==> config.mk <==
export PLATFORM = sky130hd
export DESIGN_NAME = go_back_n_link_endpoint_flat
export DESIGN_NICKNAME = d
export VERILOG_FILES = /design/src/design/gbn_pkg.sv /design/src/design/gbn_in_if.sv /design/src/design/gbn_out_if.sv /design/src/design/gbn_front.sv /design/src/design/gbn_queue.sv /design/src/design/gbn_back.sv /design/src/design/go_back_n_link_endpoint.sv /design/src/flat_wrapper.sv
export SDC_FILE = /design/constraint.sdc
export NUM_CORES = 1
export LEC_CHECK = 0
export ABC_AREA = 1
export BUFFER_PORTS_ARGS = -buffer_cell sky130_fd_sc_hd__buf_2
export CORE_MARGIN = 1.5
export CORE_UTILIZATION = 35
export DETAILED_ROUTE_END_ITERATION = 6
export PLACE_DENSITY_LB_ADDON = 0.2
export SLEW_MARGIN = 30
export SYNTH_ARGS = -nofsm -noshare
export SYNTH_HDL_FRONTEND = slang
export SYNTH_HIERARCHICAL = 1
export SYNTH_SLANG_ARGS = --single-unit
==> constraint.sdc <==
create_clock -name i_clk -period 4.87 [get_ports i_clk]
set_input_delay 0.2435 -clock i_clk [delete_from_list [all_inputs] [get_ports i_clk]]
set_output_delay 0.2435 -clock i_clk [all_outputs]
set_load 0.005 [all_outputs]
==> src/design/gbn_pkg.sv <==
// Shared types, constants and sequence arithmetic for the go-back-N link endpoint.
package gbn_pkg;

    localparam int CMD_W        = 2;
    localparam int KIND_W       = 2;
    localparam int SEQ_W        = 3;
    localparam int PAYLOAD_W    = 32;
    localparam int MAX_SEQUENCE = 7;
    localparam int MODULUS      = MAX_SEQUENCE + 1;
    localparam int QUEUE_DEPTH  = 2;
    localparam int QUEUE_AW     = $clog2(QUEUE_DEPTH);

    typedef logic [SEQ_W-1:0]     t_seq;
    typedef logic [PAYLOAD_W-1:0] t_payload;

    typedef enum logic [CMD_W-1:0] {
        OP_SEND    = 2'd0,
        OP_FRAME   = 2'd1,
        OP_CHKERR  = 2'd2,
        OP_TIMEOUT = 2'd3
    } t_op;

    typedef enum logic [KIND_W-1:0] {
        KIND_SEND    = 2'd0,
        KIND_DELIVER = 2'd1,
        KIND_STOP    = 2'd2,
        KIND_STATUS  = 2'd3
    } t_kind;

    typedef enum logic [2:0] {
        ST_IDLE,
        ST_SEND,
        ST_DELIVER,
        ST_ACK,
        ST_RESEND,
        ST_STATUS
    } t_back_state;

    typedef struct packed {
        t_op      op;
        t_seq     rx_seq;
        t_seq     rx_ack;
        t_payload payload;
    } t_cmd;

    typedef struct packed {
        t_kind    kind;
        t_seq     seq_out;
        t_seq     ack_out;
        t_payload payload_out;
        logic     network_enable;
        logic     refused;
        logic     last;
    } t_result;

    // Queue handshake between front and back
    typedef struct packed {
        logic full;
        logic empty;
    } t_queue_status;

    function automatic t_seq seq_inc(input t_seq s);
        return (s == t_seq'(MAX_SEQUENCE)) ? t_seq'(0) : s + t_seq'(1);
    endfunction

    function automatic t_seq seq_dec(input t_seq s);
        return (s == t_seq'(0)) ? t_seq'(MAX_SEQUENCE) : s - t_seq'(1);
    endfunction

    // True when a <= b < c going around the sequence circle
    function automatic logic in_window(input t_seq a, input t_seq b, input t_seq c);
        return ((a <= b) && (b < c)) || ((c < a) && (a <= b)) || ((b < c) && (c < a));
    endfunction

endpackage

==> src/design/gbn_in_if.sv <==
// Event channel into the link endpoint.
interface gbn_in_if import gbn_pkg::*; ();
    logic                 valid;
    logic                 ready;
    logic [CMD_W-1:0]     command;
    logic [SEQ_W-1:0]     rx_seq;
    logic [SEQ_W-1:0]     rx_ack;
    logic [PAYLOAD_W-1:0] payload_in;

    modport source (output valid, command, rx_seq, rx_ack, payload_in, input ready);
    modport sink   (input valid, command, rx_seq, rx_ack, payload_in, output ready);
endinterface

==> src/design/gbn_out_if.sv <==
// Result channel out of the link endpoint.
interface gbn_out_if import gbn_pkg::*; ();
    logic                 valid;
    logic                 ready;
    logic [KIND_W-1:0]    kind;
    logic [SEQ_W-1:0]     seq_out;
    logic [SEQ_W-1:0]     ack_out;
    logic [PAYLOAD_W-1:0] payload_out;
    logic                 network_enable;
    logic                 refused;
    logic                 last;

    modport source (output valid, kind, seq_out, ack_out, payload_out, network_enable,
                    refused, last, input ready);
    modport sink   (input valid, kind, seq_out, ack_out, payload_out, network_enable,
                    refused, last, output ready);
endinterface

==> src/design/gbn_front.sv <==
// Front end: accepts events, decodes the command and pushes them into the queue.
module gbn_front import gbn_pkg::*; (
    gbn_in_if.sink        i_in,
    input  t_queue_status i_q_status,
    output logic          o_push,
    output t_cmd          o_push_data
);

    // Take a transfer whenever the queue has room
    assign i_in.ready = !i_q_status.full;
    assign o_push     = i_in.valid && !i_q_status.full;

    // Decode the event; fields a command does not use are dropped
    always_comb begin
        o_push_data         = '0;
        o_push_data.op      = t_op'(i_in.command);
        o_push_data.payload = i_in.payload_in;
        case (t_op'(i_in.command))
            OP_FRAME: begin
                o_push_data.rx_seq = i_in.rx_seq;
                o_push_data.rx_ack = i_in.rx_ack;
            end
            OP_SEND: begin
                o_push_data.rx_seq = '0;
                o_push_data.rx_ack = '0;
            end
            default: begin
                o_push_data.payload = '0;
            end
        endcase
    end

endmodule

==> src/design/gbn_queue.sv <==
// Short event queue between the front and back ends.
module gbn_queue import gbn_pkg::*; (
    input  logic          i_clk,
    input  logic          i_rst_n,
    input  logic          i_push,
    input  t_cmd          i_push_data,
    input  logic          i_pop,
    output t_cmd          o_head,
    output t_queue_status o_status
);

    t_cmd                r_entry [QUEUE_DEPTH];
    logic [QUEUE_AW-1:0] r_wr_ptr, n_wr_ptr;
    logic [QUEUE_AW-1:0] r_rd_ptr, n_rd_ptr;
    logic [QUEUE_AW:0]   r_fill, n_fill;
    logic                do_push, do_pop;

    assign do_push = i_push && !o_status.full;
    assign do_pop  = i_pop && !o_status.empty;

    assign o_status.full  = (r_fill == (QUEUE_AW+1)'(QUEUE_DEPTH));
    assign o_status.empty = (r_fill == '0);
    assign o_head         = r_entry[r_rd_ptr];

    // Advance pointers and fill level
    always_comb begin
        n_wr_ptr = r_wr_ptr;
        n_rd_ptr = r_rd_ptr;
        n_fill   = r_fill;
        if (do_push) begin
            n_wr_ptr = r_wr_ptr + QUEUE_AW'(1);
        end
        if (do_pop) begin
            n_rd_ptr = r_rd_ptr + QUEUE_AW'(1);
        end
        case ({do_push, do_pop})
            2'b10:   n_fill = r_fill + (QUEUE_AW+1)'(1);
            2'b01:   n_fill = r_fill - (QUEUE_AW+1)'(1);
            default: n_fill = r_fill;
        endcase
    end

    always_ff @(posedge i_clk) begin
        if (!i_rst_n) begin
            r_wr_ptr <= '0;
            r_rd_ptr <= '0;
            r_fill   <= '0;
        end else begin
            r_wr_ptr <= n_wr_ptr;
            r_rd_ptr <= n_rd_ptr;
            r_fill   <= n_fill;
        end
    end

    // Store the pushed event
    always_ff @(posedge i_clk) begin
        if (do_push) begin
            r_entry[r_wr_ptr] <= i_push_data;
        end
    end

endmodule

==> src/design/gbn_back.sv <==
// Back end: protocol state, payload store and the result sequencer.
module gbn_back import gbn_pkg::*; (
    input  logic          i_clk,
    input  logic          i_rst_n,
    input  t_cmd          i_head,
    input  t_queue_status i_q_status,
    output logic          o_pop,
    gbn_out_if.source     o_out
);

    t_back_state r_state, n_state;
    t_seq        r_next_send, n_next_send;
    t_seq        r_oldest, n_oldest;
    t_seq        r_expected, n_expected;
    t_seq        r_count, n_count;
    t_seq        r_left, n_left;
    logic        r_refused, n_refused;
    t_cmd        r_cmd, n_cmd;
    logic        r_out_valid;
    t_result     r_out;
    t_payload    r_store [MODULUS];
    t_payload    r_rd_data;

    logic        slot_free;
    logic        ack_hit;
    logic        emit;
    t_result     res;
    logic        store_we;

    assign slot_free = !r_out_valid || o_out.ready;
    assign ack_hit   = (r_count != t_seq'(0)) &&
                       in_window(r_oldest, r_cmd.rx_ack, r_next_send);

    // Next state
    always_comb begin
        n_state = r_state;
        case (r_state)
            ST_IDLE: begin
                if (!i_q_status.empty) begin
                    case (i_head.op)
                        OP_SEND:
                            n_state = (r_count >= t_seq'(MAX_SEQUENCE)) ? ST_STATUS : ST_SEND;
                        OP_FRAME:
                            n_state = (i_head.rx_seq == r_expected) ? ST_DELIVER : ST_ACK;
                        OP_CHKERR:
                            n_state = ST_STATUS;
                        default:
                            n_state = ST_RESEND;
                    endcase
                end
            end
            ST_SEND: begin
                if (slot_free) begin
                    n_state = ST_STATUS;
                end
            end
            ST_DELIVER: begin
                if (slot_free) begin
                    n_state = ST_ACK;
                end
            end
            ST_ACK: begin
                if (!ack_hit) begin
                    n_state = ST_STATUS;
                end
            end
            ST_RESEND: begin
                if (r_left == t_seq'(0)) begin
                    n_state = ST_STATUS;
                end
            end
            ST_STATUS: begin
                if (slot_free) begin
                    n_state = ST_IDLE;
                end
            end
            default: n_state = ST_IDLE;
        endcase
    end

    // Datapath updates and result generation
    always_comb begin
        n_next_send = r_next_send;
        n_oldest    = r_oldest;
        n_expected  = r_expected;
        n_count     = r_count;
        n_left      = r_left;
        n_refused   = r_refused;
        n_cmd       = r_cmd;
        o_pop       = 1'b0;
        emit        = 1'b0;
        store_we    = 1'b0;
        res         = '0;
        case (r_state)
            ST_IDLE: begin
                if (!i_q_status.empty) begin
                    o_pop     = 1'b1;
                    n_cmd     = i_head;
                    n_refused = (i_head.op == OP_SEND) &&
                                (r_count >= t_seq'(MAX_SEQUENCE));
                    if (i_head.op == OP_TIMEOUT) begin
                        n_next_send = r_oldest;
                        n_left      = r_count;
                    end
                end
            end
            ST_SEND: begin
                if (slot_free) begin
                    emit            = 1'b1;
                    res.kind        = KIND_SEND;
                    res.seq_out     = r_next_send;
                    res.ack_out     = seq_dec(r_expected);
                    res.payload_out = r_cmd.payload;
                    store_we        = 1'b1;
                    n_count         = r_count + t_seq'(1);
                    n_next_send     = seq_inc(r_next_send);
                end
            end
            ST_DELIVER: begin
                if (slot_free) begin
                    emit            = 1'b1;
                    res.kind        = KIND_DELIVER;
                    res.payload_out = r_cmd.payload;
                    n_expected      = seq_inc(r_expected);
                end
            end
            ST_ACK: begin
                if (ack_hit && slot_free) begin
                    emit        = 1'b1;
                    res.kind    = KIND_STOP;
                    res.seq_out = r_oldest;
                    n_count     = r_count - t_seq'(1);
                    n_oldest    = seq_inc(r_oldest);
                end
            end
            ST_RESEND: begin
                if ((r_left != t_seq'(0)) && slot_free) begin
                    emit            = 1'b1;
                    res.kind        = KIND_SEND;
                    res.seq_out     = r_next_send;
                    res.ack_out     = seq_dec(r_expected);
                    res.payload_out = r_rd_data;
                    n_next_send     = seq_inc(r_next_send);
                    n_left          = r_left - t_seq'(1);
                end
            end
            ST_STATUS: begin
                if (slot_free) begin
                    emit               = 1'b1;
                    res.kind           = KIND_STATUS;
                    res.network_enable = (r_count < t_seq'(MAX_SEQUENCE));
                    res.refused        = r_refused;
                    res.last           = 1'b1;
                end
            end
            default: begin
                emit = 1'b0;
            end
        endcase
    end

    // Hold control state
    always_ff @(posedge i_clk) begin
        if (!i_rst_n) begin
            r_state     <= ST_IDLE;
            r_next_send <= '0;
            r_oldest    <= '0;
            r_expected  <= '0;
            r_count     <= '0;
            r_left      <= '0;
            r_refused   <= 1'b0;
            r_out_valid <= 1'b0;
        end else begin
            r_state     <= n_state;
            r_next_send <= n_next_send;
            r_oldest    <= n_oldest;
            r_expected  <= n_expected;
            r_count     <= n_count;
            r_left      <= n_left;
            r_refused   <= n_refused;
            if (emit) begin
                r_out_valid <= 1'b1;
            end else if (o_out.ready) begin
                r_out_valid <= 1'b0;
            end
        end
    end

    // Hold the current event and the output slot
    always_ff @(posedge i_clk) begin
        r_cmd <= n_cmd;
        if (emit) begin
            r_out <= res;
        end
    end

    // Payload store; the read follows the next send pointer so data is ready in time
    always_ff @(posedge i_clk) begin
        if (store_we) begin
            r_store[r_next_send] <= r_cmd.payload;
        end
        r_rd_data <= r_store[n_next_send];
    end

    assign o_out.valid          = r_out_valid;
    assign o_out.kind           = r_out.kind;
    assign o_out.seq_out        = r_out.seq_out;
    assign o_out.ack_out        = r_out.ack_out;
    assign o_out.payload_out    = r_out.payload_out;
    assign o_out.network_enable = r_out.network_enable;
    assign o_out.refused        = r_out.refused;
    assign o_out.last           = r_out.last;

endmodule

==> src/design/go_back_n_link_endpoint.sv <==
// Top level of the go-back-N link endpoint.
//
// Events (send, frame arrived, checksum error, timeout) enter through a two-entry
// queue and are carried out one at a time by the back-end sequencer, which emits
// at most one result per cycle into a registered output slot and closes every
// event with a status transfer (last = 1). A checksum error or a refused send
// goes straight to status; a send emits its frame, a timeout resends n frames
// and an arriving frame is delivered if in order and releases up to seven
// timers before status. The sequencer emits one result per cycle while the output
// slot is free, takes each event from the queue in a step of its own and closes
// the ack scan or resend loop in a step that emits nothing. While an event runs,
// the front end keeps accepting up to two further events. Resent payloads come
// from an 8-entry store; reading a slot that was never sent is not defined.
module go_back_n_link_endpoint import gbn_pkg::*; (
    input  logic      i_clk,
    input  logic      i_rst_n,
    gbn_in_if.sink    i_in,
    gbn_out_if.source o_out
);

    logic          push;
    t_cmd          push_data;
    logic          pop;
    t_cmd          head;
    t_queue_status q_status;

    gbn_front u_front (
        .i_in        (i_in),
        .i_q_status  (q_status),
        .o_push      (push),
        .o_push_data (push_data)
    );

    gbn_queue u_queue (
        .i_clk       (i_clk),
        .i_rst_n     (i_rst_n),
        .i_push      (push),
        .i_push_data (push_data),
        .i_pop       (pop),
        .o_head      (head),
        .o_status    (q_status)
    );

    gbn_back u_back (
        .i_clk      (i_clk),
        .i_rst_n    (i_rst_n),
        .i_head     (head),
        .i_q_status (q_status),
        .o_pop      (pop),
        .o_out      (o_out)
    );

endmodule

==> src/flat_wrapper.sv <==
// flat-port wrapper written by rule: the top's interface ports become plain ports
module go_back_n_link_endpoint_flat import gbn_pkg::*;
  (i_clk, i_rst_n, i_in_valid, i_in_command, i_in_rx_seq, i_in_rx_ack, i_in_payload_in, i_in_ready, o_out_valid, o_out_kind, o_out_seq_out, o_out_ack_out, o_out_payload_out, o_out_network_enable, o_out_refused, o_out_last, o_out_ready);
  gbn_in_if i_in_i ();
  gbn_out_if o_out_i ();
  input  logic i_clk;
  input  logic i_rst_n;
  input wire logic [$bits(i_in_i.valid)-1:0] i_in_valid;
  input wire logic [$bits(i_in_i.command)-1:0] i_in_command;
  input wire logic [$bits(i_in_i.rx_seq)-1:0] i_in_rx_seq;
  input wire logic [$bits(i_in_i.rx_ack)-1:0] i_in_rx_ack;
  input wire logic [$bits(i_in_i.payload_in)-1:0] i_in_payload_in;
  output wire logic [$bits(i_in_i.ready)-1:0] i_in_ready;
  output wire logic [$bits(o_out_i.valid)-1:0] o_out_valid;
  output wire logic [$bits(o_out_i.kind)-1:0] o_out_kind;
  output wire logic [$bits(o_out_i.seq_out)-1:0] o_out_seq_out;
  output wire logic [$bits(o_out_i.ack_out)-1:0] o_out_ack_out;
  output wire logic [$bits(o_out_i.payload_out)-1:0] o_out_payload_out;
  output wire logic [$bits(o_out_i.network_enable)-1:0] o_out_network_enable;
  output wire logic [$bits(o_out_i.refused)-1:0] o_out_refused;
  output wire logic [$bits(o_out_i.last)-1:0] o_out_last;
  input wire logic [$bits(o_out_i.ready)-1:0] o_out_ready;
  assign i_in_i.valid = i_in_valid;
  assign i_in_i.command = i_in_command;
  assign i_in_i.rx_seq = i_in_rx_seq;
  assign i_in_i.rx_ack = i_in_rx_ack;
  assign i_in_i.payload_in = i_in_payload_in;
  assign i_in_ready = i_in_i.ready;
  assign o_out_valid = o_out_i.valid;
  assign o_out_kind = o_out_i.kind;
  assign o_out_seq_out = o_out_i.seq_out;
  assign o_out_ack_out = o_out_i.ack_out;
  assign o_out_payload_out = o_out_i.payload_out;
  assign o_out_network_enable = o_out_i.network_enable;
  assign o_out_refused = o_out_i.refused;
  assign o_out_last = o_out_i.last;
  assign o_out_i.ready = o_out_ready;
  go_back_n_link_endpoint u_core (.i_clk(i_clk), .i_rst_n(i_rst_n), .i_in(i_in_i), .o_out(o_out_i));
endmodule
Yosys cells after proc, flatten, opt, wreduce, memory -nomap -nowiden:

Memories as Yosys holds them, arrays and structs flattened. A register that Yosys moved wholly into a read port is not among the register bits.
Cells that the tools add are included.

* add/sub/neg operators: 11
* $mul: 0
* div/mod/pow operators: 0
* $lt $le $gt $ge: 5
* equal/unequal tests: 25
* shift-type cells: 0
* multiplexer cells: 55
* bitwise logic cells: 1
* reductions and logical operators: 37

Operators with widths (count)
* 32-bit case mux with 3 select lines: 1
* 38-bit 2-to-1 mux: 2
* 32-bit 2-to-1 mux: 2
* 3-bit 2-to-1 mux: 20
* 3-bit case mux with 3 select lines: 3
* 2-bit inequality test (second input constant): 9
* 3-bit case mux with 2 select lines: 3
* 3-bit case mux with 6 select lines: 1
* 1-bit 2-to-1 mux: 17
* 3-bit equality test (second input constant): 5
* 3-bit by 1-bit adder with 3-bit output (second input constant): 4
* 1-bit logical AND: 10
* 2-bit case mux with 5 select lines: 1
* 3-bit logical NOT: 3
* 3-bit by 1-bit subtractor with 3-bit output (second input constant): 3
* 2-bit equality test (second input constant): 4
* 2-bit AND reduction: 4
* 2-bit nonzero test: 4
* 2-bit by 1-bit equality test with 1-bit output (second input constant): 3
* 3-bit by 2-bit equality test with 1-bit output (second input constant): 2
* 2-bit logical NOT: 3
* 3-bit < comparator: 2
* 6-bit 2-to-1 mux: 1
* 6-bit AND reduction: 1
* 20 further kinds: 26

* register bits: 102
* latch bits: 0
* bits in writable memories: 336
* bits in read-only memories: 0
* input bits: 44
* output and inout port bits: 45
* logic and storage cells: 156
* memories: 2

Memories
* u_core.u_back.r_store: words 8, width 32, rd ports 1, clocked after memory_dff 1, write ports 1, RTL line gbn_back.sv:21 `t_payload r_store [MODULUS];`
* u_core.u_queue.r_entry: words 2, width 40, rd ports 1, clocked after memory_dff 1, write ports 1, RTL line gbn_queue.sv:12 `t_cmd r_entry [QUEUE_DEPTH];`

Longest topological paths before layout:

* word-level depth: 9
* gate-level depth with buffers: 15
* depth with buffers taken out: 13

Cells and area by module:

The synthesis kept the hierarchy.

By module, submodules not included
* gbn_back: times used 1, cells each 1533, area each 16363.2 µm², sequential area each 11070.6 µm²
* gbn_queue: times used 1, cells each 164, area each 3156.8 µm², sequential area each 2502.4 µm²
* gbn_front: times used 1, cells each 87, area each 366.6 µm², sequential area each 0.0 µm²

Least setup slack after synthesis:

Ideal clock, no wire load.

* path type: register to register
* start: reg u_core.u_back.r_state[0]
* end: mem u_core/u_back/r_store[1][0] (netlist bit), enable pin
* setup time: 461 ps
* arrival: 2984 ps
* data required time: 4409 ps
* slack: 1425 ps
* stages on the path, launching flop included: 7
* path buffers: 0
* clock period less this slack: 3445 ps
* path through: dfxtp_1 inv_2 nor2_1 nand3_1 inv_1 nand2_1 nor3_1

* longest elaborated chain between the ends: 4

Ends and longest elaborated chain
* start: declaration: RTL line gbn_back.sv:11 `t_back_state r_state, n_state;`
* start signal: assignment: RTL line gbn_back.sv:174 `r_state <= n_state;`
* 3-bit by 1-bit equality test with 1-bit output: RTL line gbn_back.sv:94 `case (r_state)`
* 1-bit 2-to-1 mux: RTL line gbn_back.sv:94
* 1-bit 2-to-1 mux: RTL line gbn_back.sv:199 `if (store_we) begin`
* 1-bit 2-to-1 mux (implied by the code): RTL line gbn_back.sv:200 `r_store[r_next_send] <= r_cmd.payload;`
* end: declaration: RTL line gbn_back.sv:21

Every way passes these cells.

Worst setup path after layout:

* start: reg u_core.u_back.r_next_send[1]
* end: reg u_core.u_back.r_out (netlist bit u_core/u_back/o_out.payload_out[22]), enable pin

* longest elaborated chain between the ends: 8
* elaborated cells between the ends (all ways): 11

Ends and longest elaborated chain
* start: declaration: RTL line gbn_back.sv:12 `t_seq r_next_send, n_next_send;`
* start signal: assignment: RTL line gbn_back.sv:175 `r_next_send <= n_next_send;`
* 3-bit < comparator: RTL line gbn_pkg.sv:72 `return ((a <= b) && (b < c)) || ((c < a) && (a <= b)) || ((b < c) && (c < a));`
* 1-bit logical AND: RTL line gbn_pkg.sv:72
* 1-bit logical OR: RTL line gbn_pkg.sv:72
* 1-bit logical OR *: RTL line gbn_pkg.sv:72
* 1-bit logical AND *: RTL line gbn_back.sv:31 `assign ack_hit = (r_count != t_seq'(0)) &&`
* 1-bit logical AND *: RTL line gbn_back.sv:128 `if (ack_hit && slot_free) begin`
* 1-bit 2-to-1 mux *: RTL line gbn_back.sv:128
* 1-bit case mux with 3 select lines *: RTL line gbn_back.sv:94
* net u_core.u_back.emit: RTL line gbn_back.sv:26 `logic emit;`
* end signal: assignment: RTL line gbn_back.sv:193 `r_out <= res;`
* end: declaration: RTL line gbn_back.sv:20 `t_result r_out;`

Mark *: on every way through the listed nets, which the timed path passes. The rest lies on a longest branch.
A chain may end at the register's enable or synchronous reset.

==> results.sh <==
export IMPL_worst_skew_pair_later_pin_latency_ns=0.59
export IMPL_max_slew_violation_total_from_the_final_report=0
export IMPL_fmax_mhz=288
export IMPL_maximum_number_of_pins_on_one_net_before_global_route_repair=129
export IMPL_netlist_top_cells_count="edfxtp_1, nand2_1, inv_1"
export IMPL_post_synthesis_mux_area_share=0.0227
export IMPL_ys_warnings_count=6
export IMPL_arrival_ns=3.72
export IMPL_yosysMostFrequentCell="edfxtp_1"
export IMPL_io_buffer_count=88
export IMPL_clockRootBuffer="clkbuf_16"
export IMPL_synth_simple_gate_area_frac=0.158
export IMPL_synth_compound_area_share=0.0313
export IMPL_ant_nets=0
export IMPL_globalplace_congestion=0.823
export IMPL_synth_cells=1784
export IMPL_grt_overflow_total=0
export IMPL_synth_ff_type="edfxtp_1"
export IMPL_layout_nets=1970
export IMPL_timing_setup_critical_path_class="reg2reg"
export IMPL_min_period_ns=3.47
export IMPL_htree_levels=2
export IMPL_cts_tree="yes"
export IMPL_synth_top_area_frac=0.625
export IMPL_synthesis_nets=1847
export IMPL_timing_critical_path_from_type="flop"
export IMPL_worst_ep_required_time_ns=5.12
export IMPL_global_route_usage_total=0.166
export IMPL_power_per_cell_area_nw_per_um2=635
export IMPL_cts_resized=0
export IMPL_seq_area_frac_synth=0.683
export IMPL_rsz0062_at_grt="no"
export IMPL_synth_seq_cells=471
export IMPL_die_h_um=241
export IMPL_setup_tns_final_ns=0
export IMPL_synthXorXnorAreaFrac=0.00132
export IMPL_final_hold_viol_count=0
export IMPL_die_width_um=241
export IMPL_fin_total_pwr_mw=14.7
export IMPL_clock_skew_ns=0.0144
export IMPL_setup_violations=0
export IMPL_floorplan_core_area_sq_um=56300
export IMPL_grt_pass1_vias=12200
export IMPL_tritoncts_num_buffers=50
export IMPL_max_slew_worst_pin_slew_ns=0.984
export IMPL_via_per_inst=4.65
export IMPL_design_die_area_sq_um=58300
export IMPL_initial_utilization=0.353
export IMPL_cp_capture_type="flop"
export IMPL_clkSlewWorstSetupHoldPaths_ns=0.06
export IMPL_dr_total_vias=12600
export IMPL_drt_first_pass_iters=5
export IMPL_synth_top_cells_by_area="edfxtp_1, nand3_1, nand2_1, inv_1, dfxtp_1"
export IMPL_netlist_area_sq_um=19900
export IMPL_antenna_found_initial=4
export IMPL_grt_first_pass_wirelength_um=72500
export IMPL_std_cell_rows=87
export IMPL_clock_sinks=471
export IMPL_area_growth_synth_to_final_pct=16.3
export IMPL_min_period_over_period=0.713
export IMPL_detail_route_wirelength_um=47600
export IMPL_boundaryPins=89
export IMPL_min_path_type="in2reg"
export IMPL_wl_per_cell_um=17.6
export IMPL_max_cap_violations=0
export IMPL_post_route_drc=0
export IMPL_ir_drop_mv=0.398
export IMPL_starting_drt_drc_count=994
export IMPL_slew_headroom=0.344
export IMPL_clk_path_buf_depth=3
export IMPL_dp_hpwl_um=26100
export IMPL_leakagePower_nw=9.75
export IMPL_status="completed"
export IMPL_number_of_enable_flip_flop_cells_after_synthesis=414
export IMPL_synth_top_family_by_area="simple AND/OR/NAND/NOR gates"
export IMPL_ratio_of_cells_with_drive_above_1_in_the_final_layout=0.135
export IMPL_yosys_area_top_type="edfxtp_1"
export IMPL_synth_cell_types=38
export IMPL_crit_path_max_fanout=18
export IMPL_synthAdderAreaFrac=0.0123
export IMPL_async_reset_ff_frac=0
export IMPL_synth_avg_cell_area_sq_um=11.1
area by class of cell:
| cell class | instances | area [sq um] |
|---|---|---|
| multi-input combinational | 877 | 4590 |
| fill | 5394 | 33100 |
| clock inverter | 25 | 233 |
| sequential | 471 | 13600 |
| antenna | 1 | 2.50 |
| tap | 756 | 946 |
| inverter | 353 | 1330 |
| timing repair buffer | 154 | 1070 |
| clock buffer | 69 | 1390 |
per-layer routing:
layer  track usage  part of all wire  vias to the layer above
met5             0           0.00042                        -
met4        0.0593             0.027                        2
met3        0.0252             0.047                       88
met2         0.274              0.48                      300
met1         0.222              0.45                     6030
li1              -                 -                     6176
repair_timing:
action                    CTS  global route
hold endpoints to repair   73             0
hold buffers               38             0
setup buffers               0             0
sequential cells by signal, summed over array words and instances, names as in the netlist, named ones only:
register,flops
u_core/u_back/r_next_send,3
u_core/u_queue/r_fill,2
u_core/u_back/o_out.refused,1
u_core/u_back/r_cmd,35
u_core/u_queue/r_entry,80
u_core/u_back/o_out.payload_out,32
u_core/u_back/r_oldest,3
u_core/u_back/o_out.valid,1
u_core/u_back/r_count,3
u_core/u_back/r_refused,1
u_core/u_back/r_rd_data,32
u_core/u_queue/r_rd_ptr,1
u_core/u_back/r_store,256
u_core/u_back/o_out.ack_out,3
u_core/u_back/o_out.seq_out,3
u_core/u_back/r_expected,3
u_core/u_back/o_out.network_enable,1
u_core/u_back/r_left,3
u_core/u_back/r_state,3
u_core/u_queue/r_wr_ptr,1
u_core/u_back/o_out.last,1
u_core/u_back/o_out.kind,2
placed cells by master, fill, tap and decap left out, drive strengths merged, types with 2 or more instances in the layout:
| cell type | count |
|---|---|
| nor3 | 6 |
| buf | 116 |
| edfxtp | 414 |
| nor2 | 79 |
| bufinv | 4 |
| nand2 | 358 |
| a31oi | 3 |
| a32o | 32 |
| clkbuf | 69 |
| mux2 | 40 |
| dfxtp | 57 |
| a21oi | 23 |
| inv | 353 |
| a211oi | 3 |
| clkinv | 21 |
| o22ai | 3 |
| dlygate4sd3 | 38 |
| ha | 18 |
| xor2 | 2 |
| o21ai | 17 |
| nand3 | 280 |
| a22oi | 2 |
| nand4 | 4 |
final timing paths:
check / start / to / slack [ns] / cells past startpoint
setup / recovery: u_core/u_back/r_next_send[1]$_SDFF_PN0_ / u_core/u_back/o_out.payload_out[22]$_DFFE_PP_ / 1.40 / 8
hold / removal: i_in_payload_in[28] / u_core/u_queue/r_entry[0][28]$_DFFE_PP_ / 0.03 / 3
setup reg to reg: u_core/u_back/r_next_send[1]$_SDFF_PN0_ / u_core/u_back/o_out.payload_out[22]$_DFFE_PP_ / 1.40 / 8
hold reg to reg: u_core/u_back/r_refused$_SDFFE_PN0P_ / u_core/u_back/r_refused$_SDFFE_PN0P_ / 0.47 / 2
report_power, final:
group	switching [mW]	internal (mW)	leakage (nW)
clock	1.56	2.21	0.804
combinational	3.30	1.49	4.65
sequential	0.486	5.64	4.29
total	5.34	9.35	9.75
metrics by stage:
step                setup slack (ns)  hold slack [ns]  instances  utilization  area (sq um)
floorplan                       1.42            0.364       1784            -         19900
CTS                             1.43          0.00248       2705        0.411         23100
finish                          1.40           0.0305       2706        0.411         23100
global route                    1.17          0.00860       2705        0.411         23100
global placement                1.48            0.461       2573        0.375         21100
detailed placement              1.46            0.467       2573        0.375         21100
cells by family (layout without fill, tap and decap cells):
family,after synthesis,in the layout
xor+xnor,3,3
other cells,0,1
flops,471,471
mux,40,40
fa+ha+maj,19,19
compound gates,85,85
buf+inv,436,601
simple gates,730,730
critical path, cell delays in order, from the launching register on:
cell and delay (ns):
dfxtp_1 0.50, clkinv_1 0.37, ha_1 0.33, a21oi_1 0.18
nand2_1 0.08, a21oi_1 0.31, nand4_1 0.46, nand2_2 0.50
buf_4 0.38
Power figures use the tool's default switching activity.
